$ cat config.mk
export PLATFORM = sky130hd
export DESIGN_NAME = txrp_front
export DESIGN_NICKNAME = d
export VERILOG_FILES = /design/src/hw/rtl/txrp_pkg.sv /design/src/hw/rtl/txrp_front.sv
export SDC_FILE = /design/constraint.sdc
export NUM_CORES = 1
export LEC_CHECK = 0
export CAP_MARGIN = 0
export CORE_MARGIN = 1
export CORE_UTILIZATION = 45
export DETAILED_ROUTE_END_ITERATION = 7
export DONT_BUFFER_PORTS = 1
export SETUP_SLACK_MARGIN = 0.15
export SYNTH_ARGS = -nofsm -noshare
export SYNTH_HDL_FRONTEND = slang
export SYNTH_SLANG_ARGS = --single-unit
$ cat constraint.sdc
create_clock -name clk -period 7.35 [get_ports clk]
set_clock_uncertainty 0.05 [all_clocks]
set_input_delay 0 -clock clk [delete_from_list [all_inputs] [get_ports clk]]
set_output_delay 0 -clock clk [all_outputs]
set_load 0.02 [all_outputs]
$ cat src/hw/rtl/txrp_pkg.sv
// Shared types and constants of the transmit ring packetizer.
package txrp_pkg;

  localparam int RING_DEPTH_DEF = 4096;
  localparam int PACKET_MAX_DEF = 64;

  // Fixed field widths
  localparam int LEN_W   = 7;
  localparam int COUNT_W = 12;
  localparam int BYTE_W  = 8;

  localparam logic [COUNT_W-1:0] COUNT_SAT = '1;
  localparam logic [LEN_W-1:0]   CFG_RESET = 7'd64;

  // Request kinds
  localparam logic KIND_WRITE = 1'b0;
  localparam logic KIND_DONE  = 1'b1;

  // Per-request summary handed from front to back
  typedef struct packed {
    logic               stored;
    logic [COUNT_W-1:0] accepted;
    logic [LEN_W-1:0]   plen;
  } job_t;

endpackage

$ cat src/hw/rtl/txrp_front.sv
// Front end: accepts requests, updates ring pointers and decides packet starts.
module txrp_front import txrp_pkg::*; #(
  parameter int RING_DEPTH = RING_DEPTH_DEF,
  parameter int PACKET_MAX = PACKET_MAX_DEF,
  localparam int AW = $clog2(RING_DEPTH),
  localparam int SW = (AW + 1 > LEN_W) ? AW + 1 : LEN_W
) (
  input  logic              clk,
  input  logic              rst,
  input  logic              cfg_valid,
  input  logic [LEN_W-1:0]  cfg_data,
  input  logic              in_valid,
  output logic              in_ready,
  input  logic              kind,
  input  logic [BYTE_W-1:0] data_byte,
  input  logic              last_of_write,
  input  logic              link_accepts,
  input  logic              back_busy,
  input  logic              q_ready,
  output logic              q_push,
  output job_t              q_job,
  output logic [AW-1:0]     q_start,
  output logic              ram_we,
  output logic [AW-1:0]     ram_waddr,
  output logic [BYTE_W-1:0] ram_wdata
);

  logic [LEN_W-1:0]   max_packet_bytes;
  logic [AW-1:0]      write_position;
  logic [AW-1:0]      read_position;
  logic               link_busy;
  logic [LEN_W-1:0]   pending_bytes;
  logic [COUNT_W-1:0] write_count;

  logic               accept;
  logic               is_write;
  logic [LEN_W-1:0]   lim;
  logic [AW-1:0]      wp_inc;
  logic               store;
  logic [COUNT_W-1:0] wcount_inc;
  logic [SW-1:0]      rp_sum;
  logic [AW-1:0]      rp_adv;
  logic [AW-1:0]      rp_eff;
  logic [AW-1:0]      wp_eff;
  logic               busy_eff;
  logic               try_send;
  logic [SW-1:0]      run;
  logic [LEN_W-1:0]   len;
  logic               start;

  // Hold a completion until the back end has read out the previous packet
  assign in_ready = q_ready && !(kind == KIND_DONE && back_busy);
  assign accept   = in_valid && in_ready;
  assign is_write = (kind == KIND_WRITE);

  // Clamp the packet limit to 1..PACKET_MAX
  always_comb begin
    lim = max_packet_bytes;
    if (max_packet_bytes == '0) begin
      lim = LEN_W'(1);
    end else if (32'(max_packet_bytes) > PACKET_MAX) begin
      lim = LEN_W'(PACKET_MAX);
    end
  end

  // Store path, one slot kept empty
  assign wp_inc     = (write_position == AW'(RING_DEPTH - 1)) ? '0 : write_position + AW'(1);
  assign store      = is_write && (wp_inc != read_position);
  assign wcount_inc = (store && write_count != COUNT_SAT) ? write_count + COUNT_W'(1)
                                                          : write_count;

  // Free the pending bytes on completion
  assign rp_sum = SW'(read_position) + SW'(pending_bytes);
  assign rp_adv = (rp_sum == SW'(RING_DEPTH)) ? '0 : rp_sum[AW-1:0];

  assign rp_eff   = is_write ? read_position : rp_adv;
  assign wp_eff   = store ? wp_inc : write_position;
  assign busy_eff = is_write ? link_busy : 1'b0;
  assign try_send = is_write ? last_of_write : 1'b1;

  // Contiguous run from tail, capped at the limit
  assign run   = (wp_eff > rp_eff) ? SW'(wp_eff) - SW'(rp_eff)
                                   : SW'(RING_DEPTH) - SW'(rp_eff);
  assign len   = (run > SW'(lim)) ? lim : LEN_W'(run);
  assign start = try_send && !busy_eff && (wp_eff != rp_eff) && link_accepts;

  // Hand the request summary to the back end
  assign q_push         = accept;
  assign q_job.stored   = store;
  assign q_job.accepted = is_write ? wcount_inc : '0;
  assign q_job.plen     = start ? len : '0;
  assign q_start        = rp_eff;

  assign ram_we    = accept && store;
  assign ram_waddr = write_position;
  assign ram_wdata = data_byte;

  // Configuration register
  always_ff @(posedge clk) begin
    if (rst) begin
      max_packet_bytes <= CFG_RESET;
    end else if (cfg_valid) begin
      max_packet_bytes <= cfg_data;
    end
  end

  // Advance ring state on each accepted request
  always_ff @(posedge clk) begin
    if (rst) begin
      write_position <= '0;
      read_position  <= '0;
      link_busy      <= 1'b0;
      pending_bytes  <= '0;
      write_count    <= '0;
    end else if (accept) begin
      write_position <= wp_eff;
      read_position  <= rp_eff;
      link_busy      <= start ? 1'b1 : busy_eff;
      if (start) begin
        pending_bytes <= len;
      end else if (!is_write) begin
        pending_bytes <= '0;
      end
      if (is_write) begin
        write_count <= last_of_write ? '0 : wcount_inc;
      end
    end
  end

endmodule

# [Word level (Yosys, flattened, before mapping)]
# Cells that the tools add are included.
[op_classes] reduce_logical=15 bitwise_logic=1 mux=17 n_eq_ne=5 addsub=5 n_lt_le_gt_ge=3
[ops] cell="$mux W12" n=7
[ops] cell="$mux W7" n=6
[ops] cell="$add A12 B1 Y12 const B" n=2
[ops] cell="$ne A12 B12 Y1" n=2
[ops] cell="$add A12 B7 Y13" n=1
[ops] cell="$eq A13 B13 Y1 const B" n=1
[ops] cell="$gt A13 B7 Y1" n=1
[ops] cell="$mux W13" n=1
[ops] cell="$sub A12 B12 Y13" n=1
[ops] cell="$sub A13 B12 Y13 const A" n=1
[ops] cell="$eq A12 B12 Y1 const B" n=1
[ops] cell="$gt A12 B12 Y1" n=1
[ops] cell="$ne A12 B12 Y1 const B" n=1
[ops] cell="$logic_and A1 B1 Y1" n=9
[ops] cell="$gt A7 B7 Y1 const B" n=1
[ops] cell="$logic_not A7 Y1" n=1
[ops] cell="$reduce_and A2 Y1" n=2
[ops] cell="$mux W1" n=3
[ops] cell="$logic_not A1 Y1" n=2
[ops] cell="$reduce_bool A2 Y1" n=1
[ops] cell="$not A1 Y1" n=1
[totals] wordCells=52 in_bits=24 output_inout_bits=55 ff_bits=51

# [Logic depth before layout (Yosys ltp)]
[depth] ltp_word=10 ltp_mapped=33

# [Least setup slack after synthesis]
# OpenSTA, ideal clock, no wires.
[synth_path] kind="register to output" startpoint="register write_position[1], in the netlist ram_waddr[1]" endpoint="output port q_job[2] (netlist bit)" arrival_time_ns=6.079 slack_ns=1.221 n_path_buf=5 t_required_ns=7.300 stages_incl_launch_ff=30 cell_sequence="dfxtp_1 ha_1 buf_1 nand3_1 xor2_1 mux2i_1 nor4_2 a41oi_2 buf_6 buf_2 nand2_1 xnor2_1 ha_1 buf_2 a2111oi_1 nor2b_1 o21bai_2 o31ai_2 a21oi_2 or2_1 clkbuf_1 mux2_2 ha_1 a21oi_1 nor2b_1 o21ai_0 nand2_1 o21ai_2 o21ai_2 mux2i_1"
[synth_lines] element="start, declared" line="txrp_front.sv:29" source="logic [AW-1:0] write_position;"
[synth_lines] element="start signal, assigned" line="txrp_front.sv:116" source="write_position <= wp_eff;"
[synth_lines] element="end, declared" line="txrp_front.sv:21" source="output job_t q_job,"

==> results.json <==
{
  "cts_buffers": 5,
  "synth_cell_types": 88,
  "slew_headroom_pct": 50.76,
  "multi_input_area_um2": 3908,
  "synthFlopType": "dfxtp_1",
  "start_util_pct": 46.34,
  "cts_tree": "built",
  "powerDensity_nw_per_um2": 159.6,
  "synth_edf_count": 0,
  "final-max-slew-violation-count": 0,
  "grtUsageTotal_pct": 24.38,
  "crit_fanout": 16,
  "synth_top_family_by_area": "simple AND/OR/NAND/NOR gates",
  "dp_hpwl_mm": 11.44,
  "core-area_um2": 11470,
  "ys_ff_latch": 51,
  "holdCritPathClass": "input pin to flop",
  "critPathMostFrequentCell": "buf_4",
  "crit_buf_inv": 3,
  "synth-simple-area-share_pct": 28.49,
  "irDropWorstVdd_mv": 0.1329,
  "timing.fmax_ghz": 0.1487,
  "layout.nets": 774,
  "pin_count": 79,
  "synthesis.area_um2": 5314,
  "wirelength_mm": 15.01,
  "syn_inst": 705,
  "vias_per_cell": 5.979,
  "async_flop_share_pct": 0,
  "diodes": 0,
  "drtPass1Iterations": 5,
  "cp_top_family": "compound AO/OA/AOI/OAI gates",
  "leakagePower_nw": 2.340,
  "grt_start_max_net_pins": 45,
  "die-area_um2": 12250,
  "startpoint_type": "flop",
  "outcome": "completed",
  "clk_path_buf_depth": 2,
  "antenna_found_initial": 0,
  "grt_pass1_vias": 4800,
  "hold_violations": 0,
  "clk_latency_ns": 0.30,
  "die_w_um": 110.7,
  "layout_min_cycle_time_ns": 6.726,
  "clockRootBuffer": "clkbuf_16",
  "synthAdderAreaFrac_pct": 7.582,
  "max_stage_delay_ns": 0.50,
  "worstPathRequired_ns": 7.30,
  "drc": 0,
  "area_growth_pct": 11.96,
  "worstPathArrival_ns": 6.68,
  "drv_cap": 0,
  "grt-ovfl-total": 0,
  "rows": 39,
  "clkSinkCount": 51,
  "timing.hold.ws_ns": 0.03042,
  "syn_nets": 760,
  "drt_iter0_drc": 428,
  "clk_pin_slew_ns": 0.07,
  "muxShareOfSynthArea_pct": 6.240,
  "yosys_warnings": 0,
  "crit_path_top_delay_cell": "dfxtp_1",
  "endpoint_kind": "output pin",
  "drive_gt1_share_pct": 11.53,
  "synth-compound-area-share_pct": 21.85,
  "fill_cells": 1110,
  "grt_pass1_wl_mm": 24.45,
  "portBuffers": 0,
  "syn_avg_cell_area_um2": 7.537,
  "seq_area_frac_synth_pct": 19.21,
  "final_antenna_net_count": 0,
  "htree_levels": 2,
  "finalCritPeriodShare_pct": 91.50,
  "crit_type": "flop to output pin",
  "grt_setup_unrepaired": "no",
  "tightest_slew_ns": 0.7320,
  "regArea_um2": 1027,
  "die_h_um": 110.7,
  "fin_tns_setup_ns": 0,
  "gp_congestion": 0.9695,
  "vias": 5160,
  "synth_xor_area_share_pct": 8.594,
  "setup_viol": 0,
  "wl_per_cell_um": 17.39
}
[per-stage QoR]
| stage | instances | util (%) | power [mW] | setup slack [ns] | area (µm²) |
|---|---|---|---|---|---|
| 2_1_floorplan | 705 | - | 0.5511 | 1.221 | 5314 |
| 6_report | 863 | 51.88 | 0.9496 | 0.6245 | 5949 |
| 5_1_grt | 863 | 51.88 | 1.005 | 0.1915 | 5949 |
| 4_1_cts | 857 | 51.19 | 0.9430 | 0.2280 | 5871 |
| 3_5_place_dp | 821 | 46.93 | 0.6103 | 0.4914 | 5381 |
| 3_3_place_gp | 821 | 46.93 | 0.6017 | 0.6177 | 5381 |
[worst reg2reg max path: stages (launching register included)]
cell and delay (ns):
dfxtp_1 0.50, and4_4 0.34, and2_1 0.28, o21ai_1 0.11, a311oi_1 0.25, a21oi_1 0.16, a41oi_4 0.34, buf_4 0.20
buf_4 0.26, mux2i_2 0.38, ha_1 0.25, o21a_1 0.14, o31a_1 0.22, o21bai_2 0.12, o31ai_2 0.30, a21oi_4 0.13
or2_4 0.29, mux2_2 0.32, ha_1 0.31, a21oi_1 0.13, nor2b_1 0.05, o21ai_0 0.20, nand2_1 0.10, o21ai_2 0.32
nand4_1 0.30, o221ai_1 0.25
[routing by layer]
| metal | GRT usage (%) | wire length [µm] | share of wire (%) | up-vias |
|---|---|---|---|---|
| met2 | 38.84 | 6806 | 45 | 173 |
| met4 | 8.622 | 356 | 2.4 | 0 |
| met1 | 33.33 | 6979 | 47 | 2395 |
| met3 | 3.773 | 863 | 5.8 | 28 |
| li1 | - | - | - | 2564 |
| met5 | 0 | 0 | 0 | - |
[logic make-up after synthesis]
family                     Yosys count
DFF                                 51
AOI/OAI and AO/OA                  169
xor gates and xnor gates            47
and+or+nand+nor                    288
muxes                               32
buffers and inverters               87
adders and majority gates           31
[registers in the layout (all words and copies together), names as in the netlist]
| signal | cells |
|---|---|
| ram_waddr | 12 |
| read_position | 12 |
| write_count | 12 |
| max_packet_bytes | 7 |
| pending_bytes | 7 |
| link_busy | 1 |
[cells in the mapped netlist (3+ instances only)]
cell type,instances,area [µm²]
a211oi_1,10,75.07
a21o_1,4,30.03
a21oi_1,42,210.2
a22oi_1,3,22.52
a311oi_1,3,26.28
a31oi_1,8,50.05
and2_1,14,87.58
and3_1,8,50.05
and4_1,3,26.28
buf_1,4,15.01
buf_2,11,55.05
buf_4,13,97.59
buf_6,5,56.30
clkbuf_1,15,56.30
dfxtp_1,51,1021
ha_1,29,362.9
inv_1,37,138.9
mux2_2,5,56.30
mux2i_1,25,250.2
nand2_1,64,240.2
nand2b_1,6,37.54
nand3_1,32,160.2
nand3b_1,4,30.03
nand4_1,17,106.4
nor2_1,77,289.0
nor2b_1,11,68.82
nor3_1,15,75.07
nor4_1,7,43.79
o2111ai_1,3,26.28
o211ai_1,12,90.09
o21a_1,9,67.56
o21ai_0,28,140.1
o21ai_1,4,20.02
o21ai_2,3,26.28
o221ai_1,5,43.79
o31a_1,3,26.28
o31ai_1,4,30.03
or3_1,5,31.28
or4_1,4,30.03
xnor2_1,23,201.4
xor2_1,21,183.9
[worst paths after layout]
path                    startpoint  cells past startpoint  slack, ns                to
hold reg to reg   pending_bytes[0]                      2       0.45  pending_bytes[0]
setup reg to reg      ram_waddr[5]                     25       0.96  pending_bytes[1]
hold / removal                 rst                      2       0.03    write_count[4]
setup / recovery      ram_waddr[5]                     27       0.62          q_job[0]
[power by group]
group	internal [mW]	total, mW	switching [mW]
combinational	0.137	0.346	0.208
sequential	0.284	0.296	0.0123
clock	0.198	0.308	0.110
[final cells by class]
| type | instances | share of cell area (%) |
|---|---|---|
| inverters | 39 | 2.461 |
| clock inverters | 3 | 1.199 |
| multi-input cells | 567 | 65.68 |
| repair buffers | 55 | 8.286 |
| clock buffers | 5 | 2.103 |
| flip-flops and latches | 51 | 17.27 |
| well taps | 143 | 3.007 |
[cell usage in the layout, fill, tap and decap left out, drive strengths merged, types with 6 or more instances in the layout]
cell type | netlist | final
a21oi | 43 | 43
o211ai | 12 | 12
buf | 33 | 28
inv | 39 | 40
dfxtp | 51 | 51
mux2i | 26 | 26
and3 | 9 | 9
a31oi | 8 | 8
xor2 | 21 | 21
nand2 | 65 | 65
nand2b | 6 | 6
o21a | 9 | 9
nand4 | 18 | 18
nand3 | 34 | 34
mux2 | 6 | 6
nor2b | 11 | 11
o21ai | 35 | 35
dlygate4sd3 | 0 | 27
nor4 | 10 | 10
xnor2 | 26 | 26
a211oi | 11 | 11
nor3 | 16 | 16
ha | 29 | 29
or3 | 6 | 6
nor2 | 78 | 78
and2 | 14 | 14
[timing repair]
action,in CTS,in global routing
buffers inserted,0,6
pin swaps,1,2
resized for setup,2,13
endpoints found under the setup margin,1,14
hold buffers,28,0
hold endpoints to repair,58,0
Power figures use the tool's default switching activity.
