`src/hw/rtl/txrp_queue.sv`:
```
// Two-entry queue of request summaries between front and back end.
module txrp_queue #(
  parameter int WIDTH = 8
) (
  input  logic             clk,
  input  logic             rst,
  input  logic             push,
  input  logic [WIDTH-1:0] din,
  output logic             not_full,
  input  logic             pop,
  output logic [WIDTH-1:0] dout,
  output logic             not_empty
);

  localparam int QDEPTH = 2;
  localparam int PW = $clog2(QDEPTH);

  logic [WIDTH-1:0] slots [QDEPTH];
  logic [PW-1:0]    wr_ptr;
  logic [PW-1:0]    rd_ptr;
  logic [PW:0]      count;
  logic             do_push;
  logic             do_pop;

  assign not_full  = (count != (PW + 1)'(QDEPTH));
  assign not_empty = (count != '0);
  assign dout      = slots[rd_ptr];
  assign do_push   = push && not_full;
  assign do_pop    = pop && not_empty;

  // Store entries
  always_ff @(posedge clk) begin
    if (do_push) begin
      slots[wr_ptr] <= din;
    end
  end

  // Advance pointers and occupancy
  always_ff @(posedge clk) begin
    if (rst) begin
      wr_ptr <= '0;
      rd_ptr <= '0;
      count  <= '0;
    end else begin
      if (do_push) begin
        wr_ptr <= wr_ptr + PW'(1);
      end
      if (do_pop) begin
        rd_ptr <= rd_ptr + PW'(1);
      end
      if (do_push && !do_pop) begin
        count <= count + (PW + 1)'(1);
      end else if (do_pop && !do_push) begin
        count <= count - (PW + 1)'(1);
      end
    end
  end

endmodule

```
`config.mk`:
```
export PLATFORM = sky130hd
export DESIGN_NAME = txrp_queue
export DESIGN_NICKNAME = d
export VERILOG_FILES = /design/src/hw/rtl/txrp_queue.sv
export SDC_FILE = /design/constraint.sdc
export NUM_CORES = 1
export LEC_CHECK = 0
export BUFFER_PORTS_ARGS = -buffer_cell sky130_fd_sc_hd__buf_2
export CELL_PAD_IN_SITES_DETAIL_PLACEMENT = 1
export CELL_PAD_IN_SITES_GLOBAL_PLACEMENT = 1
export CORE_MARGIN = 3
export CORE_UTILIZATION = 43
export DETAILED_ROUTE_END_ITERATION = 7
export PLACE_DENSITY = 0.81
export SYNTH_ARGS = -nofsm -noshare
export SYNTH_HDL_FRONTEND = slang
export SYNTH_SLANG_ARGS = --single-unit
```
`constraint.sdc`:
```
create_clock -name clk -period 2.8 [get_ports clk]
set_clock_uncertainty 0.05 [all_clocks]
set_input_delay 0.14 -clock clk [delete_from_list [all_inputs] [get_ports clk]]
set_output_delay 0.14 -clock clk [all_outputs]
set_load 0.03 [all_outputs]
```
======== Yosys cells after proc, flatten, opt, wreduce, memory -nomap -nowiden ========
Memory sizes are Yosys's and may differ from the RTL's. A register that Yosys moved wholly into a read port is not among the register bits.
Index checks and enable logic that the tools add are counted.
word-level totals
  register bits ........................... 4
  memory bits (writable) .................. 16
  output and inout port bits .............. 10
  memories kept ........................... 1
cells by class
  $add $sub $neg .......................... 4
  eq/ne operators ......................... 1
  muxes and demuxes ....................... 6
  reductions and logical operators ........ 8
memories
  memory  depth  width  read ports  clocked after memory_dff  wr ports  RTL line  source
  slots   2      8      1           1                         1         18        logic [WIDTH-1:0] slots [QDEPTH];
operators by type and width
  cell                                               count
  logical AND 1 bit                                  4
  2-to-1 mux 1 bit                                   4
  2-to-1 mux 2 bit                                   2
  nonzero test 2 bit                                 2
  adder 1 bit (second input constant)                2
  adder 2 x 1 -> 2 bit (second input constant)       1
  logical NOT 1 bit                                  2
  inequality test 2 bit (second input constant)      1
  subtractor 2 x 1 -> 2 bit (second input constant)  1

======== Depth between registers and ports, before layout ========
Gate-level depths: netlist (run 1).
  depth after elaboration ................. 6
  gate-level depth with buffers ........... 6

======== Worst setup path before layout (run 1) ========
OpenSTA, ideal clock, no wires.
  kind .................................... reg-to-reg
  from .................................... reg count[0]
  to ...................................... reg count[1]
  data arrival time ....................... 1.497 ns
  required time ........................... 2.680 ns
  slack ................................... 1.183 ns
  stages on the path, launching flop included .. 6
  path through ............................ dfxtp_1 > nand2b_4 > and2_1 > ha_1 > or3_1 > a21oi_1
between the ends
  longest elaborated chain between the ends .. 5
  elaborated cells on any way between the ends .. 13
  those cells by class .................... 2 x add/sub; 1 x eq/ne; 2 x mux; 8 x reduce/logical
ends and longest elaborated chain
  what                                 RTL line  source
  from (decl)                          21        logic [PW:0] count;
  from (signal assigned)               52        count <= count + (PW + 1)'(1);
  from (signal assigned)               54        count <= count - (PW + 1)'(1);
  inequality test 2 bit *              25        assign not_full = (count != (PW + 1)'(QDEPTH));
  net not_full                         9         output logic not_full,
  logical AND 1 bit *                  28        assign do_push = push && not_full;
  net do_push                          22        logic do_push;
  logical NOT 1 bit                    53        end else if (do_pop && !do_push) begin
  logical AND 1 bit                    53
  nonzero test 2 bit (no source line)  n/a
Mark *: on every way through the listed nets, which the timed path passes. The rest lies on a longest branch. The select of a mux whose other input is x is not followed.
A chain may end at the register's enable or synchronous reset.

======== Final worst setup path (run 1) ========
  from .................................... reg count[0]
  to ...................................... reg count[1]
between the ends
  longest elaborated chain between the ends .. 5
  elaborated cells on any way between the ends .. 13
  those cells by class .................... 2 x add/sub; 1 x eq/ne; 2 x mux; 8 x reduce/logical
ends and longest elaborated chain
  what                                 RTL line
  inequality test 2 bit *              25
  logical AND 1 bit *                  28
  net do_push                          22
  logical NOT 1 bit                    53
  logical AND 1 bit                    53
  nonzero test 2 bit (no source line)  n/a
Marks and branches as above.

==> flow_summary.json, run 1 <==
{
  "run_status": "completed",
  "io_pins": 22,
  "min_period_ps": 1660,
  "cts-root-buf": "clkbuf_4",
  "fp.dieH_um": 49.3,
  "diodes": 0,
  "clk_pin_slew_worst_paths_ps": 110,
  "grt_usage": 0.144,
  "drive_above_1_share": 0.439,
  "tightest_slew_ps": 382,
  "cts_setup_buffers": 0,
  "max-slew-margin-rel": 0.746,
  "power.leakage_uw": 0.000422,
  "synth_common_cells": "edfxtp_1 (16), mux2_2 (8), dfxtp_1 (5)",
  "clock_path_buffers": 2,
  "finalSetupViolCount": 0,
  "cp.arrival_ps": 1860,
  "numCtsBuffers": 3,
  "worst_ep_required_time_ps": 2990,
  "netlist_area_sq_um": 806,
  "dpl_cell_area_sq_um": 937,
  "vias": 510,
  "hold_class": "primary input to flip-flop",
  "clkSinkCount": 21,
  "dp_hpwl_um": 951,
  "viasPerCell": 4.77,
  "synth_edf_count": 16,
  "drt_iter0_drc": 14,
  "die_w_um": 49.3,
  "post-synth-top-count-cell": "edfxtp_1",
  "pwr-share-clk": 0.155,
  "synth-seq-cells": 21,
  "row_count": 15,
  "fmax_mhz": 601,
  "avgSynthCellArea_sq_um": 16.4,
  "crit_buf_inv": 0,
  "async_reset_ff_frac": 0,
  "drc": 0,
  "portBuffers": 21,
  "drv_slew": 0,
  "drt_first_pass_iters": 4,
  "worstSkewPairLatency_ps": 300,
  "synth_area_leaders": "edfxtp_1 (60%), dfxtp_1 (12%), mux2_2 (11%), xor2_1 (3.3%), nand2b_4 (1.7%)",
  "htree_levels": 1,
  "power.switching_uw": 332,
  "start_util": 0.462,
  "synth.distinct_cells": 17,
  "ant_nets": 0,
  "wl_um": 1430,
  "ir_drop_uv": 494,
  "start_kind": "flip-flop",
  "max_stage_delay_ps": 380,
  "critPathTopFamily": "simple AND/OR/NAND/NOR gates",
  "grt_max_degree": 13,
  "grt_pass1_wl_um": 2510,
  "p_sw_frac": 0.361,
  "syn_nets": 62,
  "final_hold_viol_count": 0,
  "rsz0062_at_grt": "no",
  "synth_ff_type": "edfxtp_1",
  "core_sq_um": 1750,
  "synth_top_area_frac": 0.596,
  "p_int_uw": 588,
  "routabilityCongestion": 0.665,
  "cp_slowest_cell": "dfxtp_1",
  "antenna_found_initial": 0,
  "power_uw": 919,
  "fin_setup_tns_ps": 0,
  "synth_top_area_cell": "edfxtp_1",
  "path_class": "flip-flop to flip-flop",
  "worstPathCellList": "nand2b_4 > and2_1 > ha_1 > or3_1 > a21oi_1",
  "final.period_utilization": 0.594,
  "pwr-share-seq": 0.477,
  "cts_tree": "yes",
  "grt_overflow": 0,
  "seq_area_frac_synth": 0.720,
  "wl_per_cell_um": 13.4,
  "first_global_vias": 539,
  "layout.nets": 96,
  "yosys_warnings": 0,
  "powerDensity_nw_per_um2": 872,
  "p_comb_frac": 0.369,
  "synth_cells": 49,
  "path_max_fanout": 5,
  "die-area_sq_um": 2430,
  "fin_area_sq_um": 1050,
  "syn2layout_area_growth_pct": 30.9,
  "end_kind": "flip-flop",
  "cap_violations": 0
}
final cells by class:
| cell class | instances | area [sq um] |
|---|---|---|
| multi-input combinational | 26 | 216 |
| timing repair buffer | 30 | 195 |
| fill | 190 | 691 |
| sequential | 21 | 581 |
| clock buffer | 3 | 22.5 |
| clock inverter | 1 | 5.00 |
| tap | 25 | 31.3 |
| inverter | 1 | 3.75 |
per-layer routing:
layer | track usage | routed length, um | up-vias
li1 | - | - | 245
met1 | 0.168 | 580 | 248
met2 | 0.239 | 753 | 14
met3 | 0.0398 | 73 | 3
met4 | 0.0711 | 25 | 0
met5 | 0 | 0 | -
final timing paths:
path                            depth (start not counted)  slack (ps)         to  startpoint
worst max-delay path                                    5        1140   count[1]    count[0]
worst min-delay path                                    3         110     wr_ptr        push
worst max register to register                          5        1140   count[1]    count[0]
worst min register to register                          2         490  flip-flop      rd_ptr
per-stage QoR:
| step | utilization | worst slack, ps | cells | hold slack, ps |
|---|---|---|---|---|
| after floorplan | - | 1180 | 49 | 159 |
| after global placement | 0.537 | 1220 | 94 | 277 |
| after detailed placement | 0.537 | 1160 | 94 | 282 |
| after CTS | 0.604 | 1130 | 107 | 105 |
| after global routing | 0.604 | 1080 | 107 | 116 |
| final | 0.604 | 1140 | 107 | 111 |
what timing repair did:
| action | CTS | global route |
|---|---|---|
| resized for setup | 0 | 0 |
| hold buffers | 9 | 0 |
| setup endpoints to repair | 0 | 0 |
| endpoints found under the hold margin | 20 | 0 |
logic make-up (layout without fill, tap and decap cells):
group                    count (synthesis)  after routing  share of synthesized area
buffers and inverters                    2             35                     0.0109
multiplexers                             8              8                      0.112
AO/OA/AOI/OAI                            5              5                     0.0373
XOR/XNOR                                 3              3                     0.0326
adder cells (fa/ha/maj)                  1              1                     0.0155
AND/OR/NAND/NOR                          9              9                     0.0714
flip-flops                              21             21                      0.721
power groups by stage:
| stage | Combinational (uW) | Clock (uW) | Sequential, uW |
|---|---|---|---|
| 6_report | 339 | 142 | 438 |
| 3_5_place_dp | 331 | 0 | 446 |
| 5_1_grt | 370 | 162 | 449 |
| 2_1_floorplan | 268 | 0 | 423 |
| 4_1_cts | 342 | 149 | 439 |
| 3_3_place_gp | 322 | 0 | 442 |
registers in the layout, indices dropped and copies added (netlist names), named ones only:
signal  count
wr_ptr      1
count       2
rd_ptr      1
slots      16
layout by cell type (no fill, tap or decap):
| master | count |
|---|---|
| xor2_1 | 3 |
| a21oi_1 | 2 |
| nor2_1 | 3 |
| nand2b_4 | 1 |
| o21ai_0 | 2 |
| mux2_2 | 8 |
| and3_1 | 1 |
| edfxtp_1 | 16 |
| ha_1 | 1 |
| dlygate4sd3_1 | 9 |
| a21bo_2 | 1 |
| dfxtp_1 | 5 |
| nand3b_1 | 1 |
| or2_2 | 1 |
| buf_2 | 21 |
| or3_1 | 1 |
| clkbuf_4 | 3 |
| and2_1 | 1 |
| inv_1 | 1 |
| clkinv_2 | 1 |
tightest hold or removal path: cells and delay by family:
kind / cells / cell delay [ps]
buffers and inverters: 1 / 120
AND/OR/NAND/NOR: 1 / 100
AO/OA/AOI/OAI: 1 / 70
(Power assumes the default switching activity.)
==> run 2: changes to the inputs <==
- CORE_UTILIZATION: 43 -> 36
- PLACE_DENSITY: 0.81 -> 0.72
- clock period: 2.8 -> 1.4 ns (I/O delays scaled with it)
==> run 2 against run 1 <==
Against the previous run:
- the run now ends with negative setup slack left
- non-clock buffer count grew 8
- clock power grew 99%
- count of clock-buffer cells in the layout grew 1
- via count grew 6.7%
- hold slack lost 76 ps
- critical path depth grew 1
- die area grew 17%
- maximum frequency grew 13%
- wire length grew 22%
- design area grew 19%
- final cell count grew 9.3%
- first-iteration DRC count shrank 36%
- highest routed layer unchanged
==> flow_summary.json, run 2 (same netlist as run 1, synthesis figures left out) <==
{
  "start_kind": "flip-flop",
  "cts_tree": "yes",
  "dp_hpwl_um": 1120,
  "drive_above_1_share": 0.556,
  "crit_buf_inv": 0,
  "ant_nets": 0,
  "diodes": 0,
  "die_w_um": 53.3,
  "ir_drop_uv": 997,
  "first_global_vias": 585,
  "finalSetupViolCount": 1,
  "fin_setup_tns_ps": -67.1,
  "power.leakage_uw": 0.000518,
  "final.period_utilization": 1.05,
  "ff2ff_path_depth": 6,
  "core_sq_um": 2040,
  "io_pins": 22,
  "start_util": 0.395,
  "drc": 0,
  "powerDensity_nw_per_um2": 1790,
  "violations": "negative setup slack",
  "vias": 544,
  "drv_slew": 0,
  "numCtsBuffers": 3,
  "largestRegisters": "slots x16, count x2",
  "worstSkewPairLatency_ps": 290,
  "reg2reg_to": "count[1]",
  "tightest_slew_ps": 231,
  "final.setup.worst_slack_ps": -67.1,
  "critical_path_depth": 6,
  "run_status": "finished, violations left",
  "clkSinkCount": 21,
  "final_common_cell": "edfxtp_1",
  "viasPerCell": 4.65,
  "max-slew-margin-rel": 0.846,
  "hold_end": "wr_ptr",
  "cp_slowest_cell": "dfxtp_2",
  "worstPathCellList": "nand2b_4 > and2_4 > ha_4 > xor2_2 > or3_1 > a21oi_1",
  "die-area_sq_um": 2840,
  "clk_pin_slew_worst_paths_ps": 120,
  "grt_max_degree": 12,
  "wl_um": 1750,
  "max_stage_delay_ps": 360,
  "reg2reg_slack_ps": -70,
  "timing.rr.start": "count[0]",
  "fin_hold_ws_ps": 35.2,
  "row_count": 16,
  "worst_ep_required_time_ps": 1580,
  "min_period_ps": 1470,
  "fin_area_sq_um": 1260,
  "layout.nets": 104,
  "path_max_fanout": 4,
  "layout_common_cells": "edfxtp_1 (16), buf_2 (12), dlygate4sd3_1 (9), buf_6 (9), mux2_4 (8)",
  "fmax_mhz": 682,
  "final_hold_viol_count": 0,
  "end_kind": "flip-flop",
  "rsz0062_at_grt": "yes",
  "path_class": "flip-flop to flip-flop",
  "grt_pass1_wl_um": 2670,
  "cts-root-buf": "clkbuf_4",
  "wl_per_cell_um": 15.0,
  "drt_first_pass_iters": 4,
  "largest_register": "slots",
  "largest_reg_flops": 16,
  "hold_class": "primary input to flip-flop",
  "clock_path_buffers": 2,
  "grt_overflow": 0,
  "syn2layout_area_growth_pct": 56.4,
  "htree_levels": 1,
  "dpl_cell_area_sq_um": 1030,
  "antenna_found_initial": 0,
  "cp.arrival_ps": 1650,
  "hold_start": "push",
  "portBuffers": 21,
  "fp.dieH_um": 53.3,
  "cap_violations": 0,
  "critPathTopFamily": "simple AND/OR/NAND/NOR gates",
  "grt_usage": 0.142,
  "routabilityCongestion": 0.640,
  "drt_iter0_drc": 9,
  "holdPathStages": 3
}
[run 2: changes by cell type in the layout (fill, tap and decap cells not counted), moves of 2 or more]
cell	change
mux2_2	-8
buf_12	+2
dfxtp_1	-3
buf_2	-9
buf_4	+6
dfxtp_2	+2
buf_6	+9
mux2_4	+8
[run 2: cell type report]
class / count / area [sq um]
Clock buffer: 4 / 26.3
Sequential cell: 21 / 587
Tap cell: 27 / 33.8
Inverter: 1 / 3.75
Timing Repair Buffer: 38 / 337
Multi-Input combinational cell: 26 / 273
Fill cell: 197 / 782
[run 2: worst max-delay path by stage]
stage             start        to
2_1_floorplan  count[0]  count[1]
3_3_place_gp   count[1]  count[1]
3_5_place_dp   count[1]  count[1]
4_1_cts        count[0]  count[1]
5_1_grt        count[0]  count[1]
6_report       count[0]  count[1]
[run 2: power breakdown]
part	switching (uW)	internal [uW]	leakage [uW]	total (uW)
Combinational	485	586	0.000311	1070
Clock	172	111	0.0000150	283
Sequential	102	803	0.000192	905
Total	759	1500	0.000518	2260
[run 2: what timing repair did]
action | CTS | global route
gates resized for setup | 4 | 36
setup buffers | 1 | 0
hold buffers | 9 | 0
setup endpoints to repair | 9 | 10
hold endpoints to repair | 21 | 0
[run 2: routing by layer]
layer | wire, um | GRT usage | part of all wire | up-vias
met5 | 0 | 0 | 0 | -
met4 | 51 | 0.0766 | 0.029 | 0
met3 | 66 | 0.0282 | 0.038 | 4
met2 | 946 | 0.263 | 0.54 | 14
met1 | 690 | 0.146 | 0.39 | 264
li1 | - | - | - | 262
[run 2: through the flow]
stage	util	std cells	total power [uW]	setup WS, ps
finish	0.617	117	2260	-67.1
global route	0.617	117	2390	-128
CTS	0.571	117	2060	-70.6
detailed placement	0.506	103	1730	-123
global placement	0.506	103	1690	-41.9
floorplan	-	49	1410	-72.3
[run 2: tightest hold or removal path, cell delays in order]
cell and delay (ps):
buf_2 120, nand3b_1 100, a21oi_1 60
==> run 3: changes to the inputs <==
- CTS_BUF_LIST: not set -> sky130_fd_sc_hd__clkbuf_4 sky130_fd_sc_hd__clkbuf_8 sky130_fd_sc_hd__clkbuf_16
==> run 3 against run 2 <==
Against the previous run:
- the flow still finishes with violations (negative setup slack)
- hold slack is essentially flat
- flip-flop and latch count is the same
- core utilization grew 0.18 points
- wire length grew 0.51%
- die area is the same
- final cell count is the same
- clock power grew 7%
- critical path type unchanged
- largest power group unchanged
==> flow_summary.json, run 3 (same netlist as run 1, synthesis figures left out) <==
{
  "layout.nets": 104,
  "p_comb_frac": 0.470,
  "dpl_cell_area_sq_um": 1030,
  "die-area_sq_um": 2840,
  "fin_area_sq_um": 1260,
  "io_pins": 22,
  "grt.busiest_layer": "met2",
  "fmax_mhz": 679,
  "numCtsBuffers": 3,
  "pwr-share-clk": 0.133,
  "syn2layout_area_growth_pct": 56.8,
  "finalSetupViolCount": 1,
  "ir_drop_uv": 996,
  "ant_nets": 0,
  "utilization": 0.619,
  "htree_levels": 1,
  "cp.arrival_ps": 1650,
  "core_sq_um": 2040,
  "path_class": "flip-flop to flip-flop",
  "grt_use_met3": 0.0282,
  "max-slew-margin-rel": 0.854,
  "row_count": 16,
  "power_uw": 2280,
  "pwr-share-seq": 0.397,
  "layout_common_cells": "edfxtp_1 (16), buf_2 (12), dlygate4sd3_1 (9), buf_6 (9), mux2_4 (8)",
  "start_util": 0.395,
  "antenna_found_initial": 0,
  "worstSkewPairLatency_ps": 290,
  "final_common_cell": "edfxtp_1",
  "grt_overflow": 0,
  "violations": "negative setup slack",
  "drv_slew": 0,
  "portBuffers": 21,
  "largest_reg_flops": 16,
  "vias": 541,
  "start_kind": "flip-flop",
  "largest_register": "slots",
  "largestRegisters": "slots x16, count x2",
  "hold_class": "primary input to flip-flop",
  "drt_first_pass_iters": 6,
  "met1_usage": 0.150,
  "grt_max_degree": 12,
  "drc": 0,
  "clk_pin_slew_worst_paths_ps": 120,
  "end_kind": "flip-flop",
  "cts_tree": "yes",
  "dp_slack_ps": -123,
  "viasPerCell": 4.62,
  "fp.dieH_um": 53.3,
  "p_int_uw": 1520,
  "powerDensity_nw_per_um2": 1800,
  "min_period_ps": 1470,
  "grt_util_met2": 0.263,
  "power.leakage_uw": 0.000522,
  "power.switching_uw": 758,
  "nFillCells": 197,
  "tightest_slew_ps": 218,
  "wl_per_cell_um": 15.1,
  "worst_ep_required_time_ps": 1580,
  "dp_hpwl_um": 1120,
  "run_status": "finished, violations left",
  "cts-root-buf": "clkbuf_4",
  "cap_violations": 0,
  "diodes": 0,
  "final.setup.worst_slack_ps": -71.9,
  "path_max_fanout": 4,
  "final.period_utilization": 1.05,
  "clkSinkCount": 21,
  "drt_iter0_drc": 8,
  "die_w_um": 53.3,
  "grt_usage": 0.143,
  "final_hold_viol_count": 0,
  "grt_pass1_wl_um": 2700,
  "wl_um": 1760,
  "routabilityCongestion": 0.640,
  "p_sw_frac": 0.333,
  "clock_path_buffers": 2,
  "drive_above_1_share": 0.567,
  "rsz0062_at_grt": "yes",
  "first_global_vias": 592
}
-- run 3: cell types whose count changed in the layout (fill, tap and decap cells not counted) --
cell      before  now
clkbuf_1       1    0
clkbuf_4       3    4
-- run 3: cell type report --
class	count	area [sq um]	share of cell area
well taps	27	33.8	0.0267
inverters	1	3.75	0.00297
multi-input cells	26	273	0.216
flip-flops and latches	21	587	0.464
repair buffers	38	337	0.266
clock buffers	4	30.0	0.0238
-- run 3: repair_timing --
action / in CTS / in global routing
hold endpoints to repair: 21 / 0
gates resized for setup: 4 / 36
hold buffers: 9 / 0
buffers inserted: 1 / 0
setup endpoints to repair: 9 / 10
gates cloned: 0 / 0
-- run 3: path summary, 6_finish.rpt --
| check | start | to | slack [ps] | depth (start not counted) |
|---|---|---|---|---|
| max | count[0] | count[1] | -70 | 6 |
| min | push | wr_ptr | 40 | 3 |
| max reg2reg | count[0] | count[1] | -70 | 6 |
| min reg2reg | wr_ptr | wr_ptr | 520 | 2 |
-- run 3: critical path, cell delays in order (launching register included) --
cell and delay (ps):
dfxtp_2 360, nand2b_4 140, and2_4 140, ha_4 160
xor2_2 130, or3_1 300, a21oi_1 130
-- run 3: power groups by stage --
stage / Clock, uW / Sequential, uW / Combinational (uW)
floorplan: 0 / 851 / 564
global placement: 0 / 883 / 812
detailed placement: 0 / 892 / 836
CTS: 307 / 889 / 884
global route: 348 / 921 / 1150
finish: 302 / 905 / 1070
-- run 3: metrics by stage --
stage / hold slack (ps) / TNS (ps) / std cells
after floorplan: 85.0 / -72.3 / 49
after global placement: 208 / -41.9 / 103
after detailed placement: 212 / -123 / 103
after CTS: 40.2 / -75.4 / 117
after global routing: 34.1 / -140 / 117
final: 35.0 / -71.9 / 117
-- run 3: metal layers --
| metal | share of wire | up-vias |
|---|---|---|
| met5 | 0 | - |
| met4 | 0.029 | 0 |
| met3 | 0.040 | 4 |
| met2 | 0.54 | 16 |
| met1 | 0.39 | 259 |
| li1 | - | 262 |
